--- src/hw/rtl/assert_macros.svh ---
// Assertion helpers shared by the RTL. Both expect clk and rst_n in scope.
`ifndef ASSERT_MACROS_SVH
`define ASSERT_MACROS_SVH

// Consequent must hold in the same cycle as the antecedent.
`define SKC_ASSERT_IMP(lbl, ante, cons) \
  lbl: assert property (@(posedge clk) disable iff (!rst_n) (ante) |-> (cons)) \
    else $error("same-cycle implication violated");

// Consequent must hold in the cycle after the antecedent.
`define SKC_ASSERT_NEXT(lbl, ante, cons) \
  lbl: assert property (@(posedge clk) disable iff (!rst_n) (ante) |=> (cons)) \
    else $error("next-cycle implication violated");

`endif

--- src/hw/rtl/skc_pkg.sv ---
`default_nettype none

package skc_pkg;

  localparam int STAMP_W    = 32;
  localparam int SIZE_W     = 16;
  localparam int ERR_W      = 17;
  localparam int DIFF_W     = 18;
  localparam int GAIN_W     = 18;
  localparam int AGE_W      = 24;
  localparam int ETHR_W     = 15;
  localparam int RTHR_W     = 31;
  localparam int AMP_W      = 20;
  localparam int OPND_W     = 32;
  localparam int PROD_W     = 64;
  localparam int NUM_W      = 38;
  localparam int DEN_W      = 32;
  localparam int AMP_SHIFT  = 28;
  localparam int CFG_IDX_W  = 3;
  localparam int CFG_DATA_W = 32;

  localparam logic [OPND_W-1:0] US_PER_S = 32'd1000000;
  localparam logic [AMP_W-1:0]  AMP_MAX  = 20'hFFFFF;

  // Largest magnitudes a signed 32-bit rate can carry, on either side of zero.
  localparam logic [NUM_W-1:0] RATE_POS_MAX = 38'h00_7FFF_FFFF;
  localparam logic [NUM_W-1:0] RATE_NEG_MAX = 38'h00_8000_0000;

  // Register reset values.
  localparam logic [GAIN_W-1:0] GAIN_RST      = 18'd26214;
  localparam logic [AGE_W-1:0]  MAX_AGE_RST   = 24'd500000;
  localparam logic [AGE_W-1:0]  PATIENCE_RST  = 24'd400000;
  localparam logic [ETHR_W-1:0] ERR_THR_RST   = 15'd123;
  localparam logic [RTHR_W-1:0] RATE_THR_RST  = 31'd82;

  // Register indexes on the configuration port.
  localparam logic [CFG_IDX_W-1:0] CFG_GAIN     = 3'd0;
  localparam logic [CFG_IDX_W-1:0] CFG_MAX_AGE  = 3'd1;
  localparam logic [CFG_IDX_W-1:0] CFG_PATIENCE = 3'd2;
  localparam logic [CFG_IDX_W-1:0] CFG_ERR_THR  = 3'd3;
  localparam logic [CFG_IDX_W-1:0] CFG_RATE_THR = 3'd4;

  typedef struct packed {
    logic [STAMP_W-1:0] stamp;
    logic [ERR_W-1:0]   error;
  } hist_entry_t;

  typedef struct packed {
    logic busy;
    logic done;
  } div_status_t;

  typedef enum logic [8:0] {
    S_IDLE   = 9'b000000001,
    S_EVICT  = 9'b000000010,
    S_NUM    = 9'b000000100,
    S_DSTART = 9'b000001000,
    S_DIV    = 9'b000010000,
    S_APPEND = 9'b000100000,
    S_SQ     = 9'b001000000,
    S_AMP    = 9'b010000000,
    S_OUT    = 9'b100000000
  } seq_state_t;

endpackage

`default_nettype wire

--- src/hw/rtl/size_keeping_speed_corrector_top.sv ---
`default_nettype none

// Speed corrector that keeps a tracked object at a target angular size. Each request
// carries a microsecond stamp, a measured and a target size (Q12 radians); it may yield
// one correction amplitude (Q12, saturated). The block handles one request at a time
// and holds in_stall high until it is done. A sweep over the history memory, which holds
// at most HISTORY_DEPTH entries, drops aged entries, one entry a cycle. When an error
// rate can be formed, it then needs one pass of the bit-serial divider; a correction
// adds the squaring and gain steps on the shared multiplier. A finished amplitude sits in
// an output register, so the next request may enter while it waits. The history needs
// no clearing pass after reset.
module size_keeping_speed_corrector_top import skc_pkg::*; #(
  parameter int HISTORY_DEPTH = 16
) (
  input  wire logic                  clk,
  input  wire logic                  rst_n,
  input  wire logic                  in_valid,
  output logic                       in_stall,
  input  wire logic [STAMP_W-1:0]    in_stamp_us,
  input  wire logic signed [SIZE_W-1:0] in_measured_size,
  input  wire logic signed [SIZE_W-1:0] in_target_size,
  output logic                       out_valid,
  input  wire logic                  out_stall,
  output logic      [AMP_W-1:0]      out_amplitude,
  input  wire logic                  cfg_valid,
  output logic                       cfg_ready,
  input  wire logic [CFG_IDX_W-1:0]  cfg_index,
  input  wire logic [CFG_DATA_W-1:0] cfg_data
);

  localparam int IDX_W = $clog2(HISTORY_DEPTH);
  localparam int CNT_W = $clog2(HISTORY_DEPTH + 1);
  localparam logic [CNT_W-1:0] DEPTH_CNT = CNT_W'(HISTORY_DEPTH);
  localparam logic [IDX_W-1:0] LAST_IDX  = IDX_W'(HISTORY_DEPTH - 1);

  function automatic logic [IDX_W-1:0] ptr_inc(input logic [IDX_W-1:0] p);
    return (p == LAST_IDX) ? '0 : p + 1'b1;
  endfunction

  // Configuration registers.
  logic [GAIN_W-1:0] gain_r;
  logic [AGE_W-1:0]  max_age_r;
  logic [AGE_W-1:0]  patience_r;
  logic [ETHR_W-1:0] err_thr_r;
  logic [RTHR_W-1:0] rate_thr_r;

  // Sequencer and per-request registers.
  seq_state_t         state_r;
  seq_state_t         state_nxt;
  logic [STAMP_W-1:0] stamp_r;
  logic [ERR_W-1:0]   err_r;
  logic [CNT_W-1:0]   rd_idx_r;
  logic [IDX_W-1:0]   rd_ptr_r;
  logic [IDX_W-1:0]   wr_ptr_r;
  logic [CNT_W-1:0]   kept_r;
  logic               pv_r;
  logic [STAMP_W-1:0] old_stamp_r;
  logic [ERR_W-1:0]   old_err_r;
  logic               diff_neg_r;
  logic               rate_on_r;

  // History state.
  logic [IDX_W-1:0]   head_r;
  logic [CNT_W-1:0]   count_r;
  logic [STAMP_W-1:0] last_stamp_r;
  logic               corrected_r;

  logic               out_valid_r;
  logic [AMP_W-1:0]   out_amp_r;

  // History memory.
  hist_entry_t        hist_mem [HISTORY_DEPTH];
  hist_entry_t        rd_data_r;
  logic               mem_we;
  hist_entry_t        mem_wdata;

  // Arithmetic units: the shared multiplier and the divider.
  logic               mul_en;
  logic [OPND_W-1:0]  mul_a;
  logic [OPND_W-1:0]  mul_b;
  logic [PROD_W-1:0]  mul_p;
  logic               div_start;
  div_status_t        div_stat;
  logic [NUM_W-1:0]   div_quo;

  logic               issue;
  logic               keep;
  logic [STAMP_W-1:0] dt;
  logic [DIFF_W-1:0]  diff;
  logic [DIFF_W-1:0]  diff_abs;
  logic [ERR_W-1:0]   aerr;
  logic [OPND_W-1:0]  arate;
  logic               rate_neg;
  logic               rate_zero;
  logic               same_sign;
  logic               patient;
  logic               fire;
  logic [PROD_W-AMP_SHIFT-1:0] amp_wide;
  logic [AMP_W-1:0]   amp_sat;
  logic               out_free;

  assign in_stall      = (state_r != S_IDLE);
  assign cfg_ready     = 1'b1;
  assign out_valid     = out_valid_r;
  assign out_amplitude = out_amp_r;
  assign out_free      = !out_valid_r || !out_stall;

  // Eviction sweep: a read is issued per cycle and its data is judged in the cycle after.
  assign issue = (state_r == S_EVICT) && (rd_idx_r != count_r);
  assign keep  = (stamp_r - rd_data_r.stamp) < {8'd0, max_age_r};
  assign dt    = stamp_r - old_stamp_r;

  assign diff     = {err_r[ERR_W-1], err_r} - {old_err_r[ERR_W-1], old_err_r};
  assign diff_abs = diff[DIFF_W-1] ? (DIFF_W'(0) - diff) : diff;
  assign aerr     = err_r[ERR_W-1] ? (ERR_W'(0) - err_r) : err_r;

  // Rate magnitude after saturation to a signed 32-bit value.
  always_comb begin
    if (!rate_on_r) begin
      arate = '0;
    end else if (diff_neg_r) begin
      arate = (div_quo > RATE_NEG_MAX) ? RATE_NEG_MAX[OPND_W-1:0] : div_quo[OPND_W-1:0];
    end else begin
      arate = (div_quo > RATE_POS_MAX) ? RATE_POS_MAX[OPND_W-1:0] : div_quo[OPND_W-1:0];
    end
  end

  assign rate_neg  = rate_on_r && diff_neg_r && (div_quo != '0);
  assign rate_zero = arate < {1'b0, rate_thr_r};
  assign same_sign = (err_r[ERR_W-1] == rate_neg);
  assign patient   = corrected_r && ((stamp_r - last_stamp_r) < {8'd0, patience_r});
  assign fire      = !patient && (aerr > {2'b0, err_thr_r}) && (rate_zero || same_sign);

  assign amp_wide = mul_p[PROD_W-1:AMP_SHIFT];
  assign amp_sat  = (|amp_wide[PROD_W-AMP_SHIFT-1:AMP_W]) ? AMP_MAX : amp_wide[AMP_W-1:0];

  // Memory write port: survivors during the sweep, the new entry on append.
  always_comb begin
    mem_we    = 1'b0;
    mem_wdata = rd_data_r;
    if (state_r == S_EVICT) begin
      mem_we = pv_r && keep;
    end else if (state_r == S_APPEND) begin
      mem_we          = 1'b1;
      mem_wdata.stamp = stamp_r;
      mem_wdata.error = err_r;
    end
  end

  always_ff @(posedge clk) begin
    if (mem_we) begin
      hist_mem[wr_ptr_r] <= mem_wdata;
    end
    rd_data_r <= hist_mem[rd_ptr_r];
  end

  // Multiplier operands: rate numerator, squared error, then gain times square.
  // The product is held otherwise, so the amplitude survives a stalled output.
  assign mul_en = (state_r == S_NUM) || (state_r == S_SQ) || (state_r == S_AMP);

  always_comb begin
    mul_a = '0;
    mul_b = '0;
    if (state_r == S_NUM) begin
      mul_a = OPND_W'(diff_abs);
      mul_b = US_PER_S;
    end else if (state_r == S_SQ) begin
      mul_a = OPND_W'(aerr);
      mul_b = OPND_W'(aerr);
    end else if (state_r == S_AMP) begin
      mul_a = OPND_W'(gain_r);
      mul_b = mul_p[OPND_W-1:0];
    end
  end

  assign div_start = (state_r == S_DSTART);

  skc_mul u_mul (
    .clk (clk),
    .en  (mul_en),
    .a   (mul_a),
    .b   (mul_b),
    .p   (mul_p)
  );

  skc_div u_div (
    .clk   (clk),
    .rst_n (rst_n),
    .start (div_start),
    .num   (mul_p[NUM_W-1:0]),
    .den   (dt),
    .stat  (div_stat),
    .quo   (div_quo)
  );

  always_comb begin
    state_nxt = state_r;
    unique case (state_r)
      S_IDLE: begin
        if (in_valid) state_nxt = S_EVICT;
      end
      S_EVICT: begin
        if (!issue && !pv_r) begin
          state_nxt = ((kept_r == '0) || (dt == '0)) ? S_APPEND : S_NUM;
        end
      end
      S_NUM:    state_nxt = S_DSTART;
      S_DSTART: state_nxt = S_DIV;
      S_DIV: begin
        if (div_stat.done) state_nxt = S_APPEND;
      end
      S_APPEND: state_nxt = fire ? S_SQ : S_IDLE;
      S_SQ:     state_nxt = S_AMP;
      S_AMP:    state_nxt = S_OUT;
      S_OUT: begin
        if (out_free) state_nxt = S_IDLE;
      end
      default:  state_nxt = S_IDLE;
    endcase
  end

  always_ff @(posedge clk) begin
    if (!rst_n) begin
      state_r      <= S_IDLE;
      head_r       <= '0;
      count_r      <= '0;
      last_stamp_r <= '0;
      corrected_r  <= 1'b0;
      out_valid_r  <= 1'b0;
      rd_idx_r     <= '0;
      kept_r       <= '0;
      pv_r         <= 1'b0;
      rate_on_r    <= 1'b0;
      rd_ptr_r     <= '0;
      wr_ptr_r     <= '0;
    end else begin
      state_r <= state_nxt;
      pv_r    <= issue;

      if ((state_r == S_OUT) && out_free) begin
        out_valid_r <= 1'b1;
      end else if (!out_stall) begin
        out_valid_r <= 1'b0;
      end

      unique case (state_r)
        S_IDLE: begin
          if (in_valid) begin
            rd_idx_r  <= '0;
            rd_ptr_r  <= head_r;
            wr_ptr_r  <= head_r;
            kept_r    <= '0;
            rate_on_r <= 1'b0;
          end
        end
        S_EVICT: begin
          if (issue) begin
            rd_idx_r <= rd_idx_r + 1'b1;
            rd_ptr_r <= ptr_inc(rd_ptr_r);
          end
          if (pv_r && keep) begin
            kept_r   <= kept_r + 1'b1;
            wr_ptr_r <= ptr_inc(wr_ptr_r);
          end
        end
        S_DIV: begin
          if (div_stat.done) rate_on_r <= 1'b1;
        end
        S_APPEND: begin
          // With the ring full, the oldest entry goes and the new one lands in its slot.
          if (kept_r == DEPTH_CNT) begin
            head_r  <= ptr_inc(head_r);
            count_r <= DEPTH_CNT;
          end else begin
            count_r <= kept_r + 1'b1;
          end
        end
        S_OUT: begin
          if (out_free) begin
            last_stamp_r <= stamp_r;
            corrected_r  <= 1'b1;
          end
        end
        default: begin
        end
      endcase
    end
  end

  // Payload registers.
  always_ff @(posedge clk) begin
    if ((state_r == S_IDLE) && in_valid) begin
      stamp_r <= in_stamp_us;
      err_r   <= {in_target_size[SIZE_W-1], in_target_size}
               - {in_measured_size[SIZE_W-1], in_measured_size};
    end
    if ((state_r == S_EVICT) && pv_r && keep && (kept_r == '0)) begin
      old_stamp_r <= rd_data_r.stamp;
      old_err_r   <= rd_data_r.error;
    end
    if (state_r == S_NUM) begin
      diff_neg_r <= diff[DIFF_W-1];
    end
    if ((state_r == S_OUT) && out_free) begin
      out_amp_r <= amp_sat;
    end
  end

  always_ff @(posedge clk) begin
    if (!rst_n) begin
      gain_r     <= GAIN_RST;
      max_age_r  <= MAX_AGE_RST;
      patience_r <= PATIENCE_RST;
      err_thr_r  <= ERR_THR_RST;
      rate_thr_r <= RATE_THR_RST;
    end else if (cfg_valid && cfg_ready) begin
      unique case (cfg_index)
        CFG_GAIN:     gain_r     <= cfg_data[GAIN_W-1:0];
        CFG_MAX_AGE:  max_age_r  <= cfg_data[AGE_W-1:0];
        CFG_PATIENCE: patience_r <= cfg_data[AGE_W-1:0];
        CFG_ERR_THR:  err_thr_r  <= cfg_data[ETHR_W-1:0];
        CFG_RATE_THR: rate_thr_r <= cfg_data[RTHR_W-1:0];
        default: begin
        end
      endcase
    end
  end

`include "assert_macros.svh"

  `SKC_ASSERT_IMP(a_count_bound, 1'b1, count_r <= DEPTH_CNT)
  `SKC_ASSERT_NEXT(a_busy_after_request, in_valid && !in_stall, in_stall)
  `SKC_ASSERT_IMP(a_div_free_at_start, div_start, !div_stat.busy)
  `SKC_ASSERT_IMP(a_compaction_order, state_r == S_EVICT, kept_r <= rd_idx_r)
  `SKC_ASSERT_IMP(a_result_from_seq, $rose(out_valid_r), $past(state_r) == S_OUT)

endmodule

`default_nettype wire

--- src/hw/rtl/skc_mul.sv ---
`default_nettype none

// Shared unsigned multiplier with a registered product.
// The product register only loads while en is high, so a result can be held.
module skc_mul import skc_pkg::*; (
  input  wire logic              clk,
  input  wire logic              en,
  input  wire logic [OPND_W-1:0] a,
  input  wire logic [OPND_W-1:0] b,
  output logic      [PROD_W-1:0] p
);

  logic [PROD_W-1:0] p_r;

  always_ff @(posedge clk) begin
    if (en) begin
      p_r <= PROD_W'(a) * PROD_W'(b);
    end
  end

  assign p = p_r;

endmodule

`default_nettype wire

--- src/hw/rtl/skc_div.sv ---
`default_nettype none

// Restoring divider, one quotient bit per cycle.
module skc_div import skc_pkg::*; (
  input  wire logic             clk,
  input  wire logic             rst_n,
  input  wire logic             start,
  input  wire logic [NUM_W-1:0] num,
  input  wire logic [DEN_W-1:0] den,
  output div_status_t           stat,
  output logic      [NUM_W-1:0] quo
);

  localparam int CNT_W = $clog2(NUM_W);
  localparam logic [CNT_W-1:0] LAST_STEP = CNT_W'(NUM_W - 1);

  logic             busy_r;
  logic             done_r;
  logic [CNT_W-1:0] cnt_r;
  logic [DEN_W:0]   rem_r;
  logic [NUM_W-1:0] quo_r;
  logic [DEN_W-1:0] den_r;

  logic [DEN_W:0]   rem_sh;
  logic             fits;
  logic [DEN_W:0]   rem_nxt;
  logic [NUM_W-1:0] quo_nxt;

  // The dividend is shifted out of the top of quo_r while quotient bits enter below.
  always_comb begin
    rem_sh  = {rem_r[DEN_W-1:0], quo_r[NUM_W-1]};
    fits    = rem_sh >= {1'b0, den_r};
    rem_nxt = fits ? (rem_sh - {1'b0, den_r}) : rem_sh;
    quo_nxt = {quo_r[NUM_W-2:0], fits};
  end

  always_ff @(posedge clk) begin
    if (!rst_n) begin
      busy_r <= 1'b0;
      done_r <= 1'b0;
      cnt_r  <= '0;
    end else begin
      done_r <= 1'b0;
      if (start) begin
        busy_r <= 1'b1;
        cnt_r  <= '0;
      end else if (busy_r) begin
        cnt_r <= cnt_r + 1'b1;
        if (cnt_r == LAST_STEP) begin
          busy_r <= 1'b0;
          done_r <= 1'b1;
        end
      end
    end
  end

  always_ff @(posedge clk) begin
    if (start) begin
      rem_r <= '0;
      quo_r <= num;
      den_r <= den;
    end else if (busy_r) begin
      rem_r <= rem_nxt;
      quo_r <= quo_nxt;
    end
  end

  assign stat.busy = busy_r;
  assign stat.done = done_r;
  assign quo       = quo_r;

endmodule

`default_nettype wire

--- config.mk ---
export PLATFORM = sky130hd
export DESIGN_NAME = size_keeping_speed_corrector_top
export DESIGN_NICKNAME = d
export VERILOG_FILES = /design/src/hw/rtl/skc_pkg.sv /design/src/hw/rtl/size_keeping_speed_corrector_top.sv /design/src/hw/rtl/skc_mul.sv /design/src/hw/rtl/skc_div.sv
export VERILOG_INCLUDE_DIRS = /design/src /design/src/hw/rtl
export SDC_FILE = /design/constraint.sdc
export NUM_CORES = 2
export LEC_CHECK = 0
export ABC_CLOCK_PERIOD_IN_PS = 11200
export BUFFER_PORTS_ARGS = -buffer_cell sky130_fd_sc_hd__buf_2
export CORE_MARGIN = 2
export CORE_UTILIZATION = 58
export DETAILED_ROUTE_END_ITERATION = 10
export PLACE_DENSITY_LB_ADDON = 0.2
export SLEW_MARGIN = 20
export SYNTH_ARGS = -nofsm -noshare
export SYNTH_HDL_FRONTEND = slang
export SYNTH_SLANG_ARGS = --single-unit
--- constraint.sdc ---
create_clock -name clk -period 11.2 [get_ports clk]
set_input_delay 0 -clock clk [delete_from_list [all_inputs] [get_ports clk]]
set_output_delay 0 -clock clk [all_outputs]
set_load 0.02 [all_outputs]
==> metrics.csv <==
metric,value,unit
ys_warn_count,0,
ys_ff_latch,1296,
fin_crit_sh,0.946,
yosysMostFrequentCell,edfxtp_1,
muxShareOfSynthArea,0.0731,
syn-num-nets,7812,
die_area,138000,sq um
arrival,11110,ps
htree_levels,4,
grt_pass1_wl,328000,um
grtUsageTotal,0.316,
synth-compound-area-share,0.107,
synth_flop_cell,edfxtp_1,
yosys.area.top_type,edfxtp_1,
cp_max_fo,20,
core,134000,sq um
synth_edf_count,1023,
place_congestion,0.975,
synthTopCellsByCount,"edfxtp_1 (1023), inv_1 (947), nand2_1 (820)",
fin_total_pwr,0.0115,W
max_stage_delay,740,ps
drc_errors,0,
leakage,35.0,nW
post_synth_instance_area,78500,sq um
synth_top_family_by_area,adder cells,
io_pins,127,
antenna_found_initial,5,
port_buffers,124,
ys_seq_area_frac,0.461,
min_path_type,in -> reg,
die_w,372,um
nNetsFinal,8073,
grt_max_degree,103,
cts_tree,done,
synthArstFlopShare,0,
setup_slack,606,ps
grt.overflow.total,0,
finalHoldViolations,0,
max-slew-margin-rel,0.211,
clockRootBuffer,clkbuf_16,
maxCapViolations,0,
post-place-cells,8557,
clockBufferDepth,3,
crit_family,compound AO/OA/AOI/OAI gates,
peakVddDrop,133,uV
start_util,0.586,
cp_common_cell,fa_1,
fin_crit,10590,ps
fmax,0.0944,GHz
syn_inst,6836,
finalMaxSlewViolations,0,
routed_wl,214000,um
end_kind,flop,
final_cells,8980,
r2r_slack,610,ps
setup_tns,0,ps
synthXorXnorAreaFrac,0.0210,
dpl.hpwl,145000,um
rsz0062_at_grt,false,
synthSimpleGateAreaFrac,0.0919,
outcome,finished clean,
whs,82.4,ps
grt_pass1_vias,54400,
power_density,131,nW/um^2
drive_gt1_frac,0.111,
vias,54600,
netlist_top_cells_area,"edfxtp_1 (39%), fa_1 (12%), mux4_2 (7.0%), dfxtp_1 (7.0%), ha_1 (6.2%)",
yosys.area_share.adder,0.185,
cp-start-kind,flop,
cp.required,11710,ps
post-place-ws,418,ps
synth_top_area_frac,0.391,
synth_area_per_cell,11.5,sq um
cp.buffers_inverters,5,
drt-initial-drc-count,5803,
tightest_slew,1180,ps
setup_viol,0,
ys_types,98,
clk_pin_slew_worst_paths,50,ps
syn2layout_area_growth,11.8,%
critical_path_class,reg -> reg,
firstDrtPassIters,8,
skew,61.9,ps
fp.dieH,372,um
wl_per_cell,23.9,um
ant_nets,0,
clock_sinks,1296,
clk_latency,820,ps
cts_buffers,138,
cp_slowest_cell,a31oi_2,
rows,134,
avgViaCountPerCell,6.08,
==> per-layer routing <==
| metal | global-route usage | up-vias | share of wire |
|---|---|---|---|
| met5 | 0 | - | 0.00029 |
| met4 | 0.108 | 10 | 0.034 |
| met3 | 0.0746 | 418 | 0.11 |
| met2 | 0.486 | 2684 | 0.45 |
| met1 | 0.443 | 27200 | 0.40 |
| li1 | - | 24300 | - |
==> worst register-to-register path, delay by kind of cell (launching register included) <==
kind,cells,cell delay [ps]
AO/OA/AOI/OAI,18,4420
XOR/XNOR,1,100
adder cells (fa/ha/maj),8,3800
buffers and inverters,5,670
flip-flops,1,450
AND/OR/NAND/NOR,4,890
==> placed cells by master, fill, tap and decap left out, types with 143 or more instances in the layout <==
cell type	Yosys	routed
o21ai_0	379	377
nor2_1	268	254
mux4_2	245	245
edfxtp_1	1023	1023
nand2_1	820	820
inv_1	947	945
dlygate4sd3_1	0	162
fa_1	486	486
dfxtp_1	273	268
a21oi_1	445	441
buf_4	1	143
ha_1	386	386
==> cell families after synthesis <==
kind of cell | Yosys count
AND/OR/NAND/NOR | 1583
AO/OA/AOI/OAI | 1368
flip-flops | 1296
buffers and inverters | 1261
adder cells (fa/ha/maj) | 872
multiplexers | 267
XOR/XNOR | 188
other | 1
==> layout make-up <==
cell class | count | area, sq um
sequential | 1296 | 36200
antenna | 1 | 2.50
tap | 1768 | 2210
inverter | 949 | 3560
clock inverter | 70 | 896
timing repair buffer | 433 | 3390
multi-input combinational | 4279 | 37800
fill | 9872 | 46200
clock buffer | 184 | 3730
==> where the power goes <==
group	internal (W)	switching, W	total [W]
logic	0.000626	0.000843	0.00147
registers	0.00532	0.000120	0.00544
clock network	0.00256	0.00203	0.00459
==> registers in the layout (all words and copies together) (netlist names), 15 cells and up <==
name and count:
hist_mem 784, u_mul.p 50, rd_data_r 49, u_div.quo 38, last_stamp_r 32, old_stamp_r 32, stamp_r 32, u_div.den_r 32
u_div.rem_r 32, rate_thr_r 31, max_age_r 24, patience_r 24, out_amplitude 20, gain_r 18, err_r 17, old_err_r 17
err_thr_r 15
==> stage by stage <==
| stage | utilization | area (sq um) |
|---|---|---|
| floorplan | - | 78500 |
| global placement | 0.608 | 81400 |
| detailed placement | 0.608 | 81400 |
| CTS | 0.654 | 87600 |
| global route | 0.655 | 87700 |
| finish | 0.655 | 87700 |
==> worst paths after layout <==
path                                       startpoint                       to  cells past startpoint
worst min register to register  rd_data_r[16]$_DFF_P_  old_err_r[16]$_DFFE_PP_                      0
worst min-delay path              in_measured_size[7]       err_r[8]$_DFFE_PP_                      7
worst max register to register     err_r[1]$_DFFE_PP_    u_mul.p[36]$_DFFE_PP_                     36
worst max-delay path               err_r[1]$_DFFE_PP_    u_mul.p[36]$_DFFE_PP_                     36
==> timing repair <==
| item | 4_1_cts | 5_1_grt |
|---|---|---|
| hold endpoints to repair | 236 | 7 |
| setup endpoints to repair | 0 | 4 |
| gates resized for setup | 0 | 7 |
| setup buffers | 0 | 6 |
| hold buffers | 161 | 1 |
No activity file was read; power rests on OpenSTA's default activity.
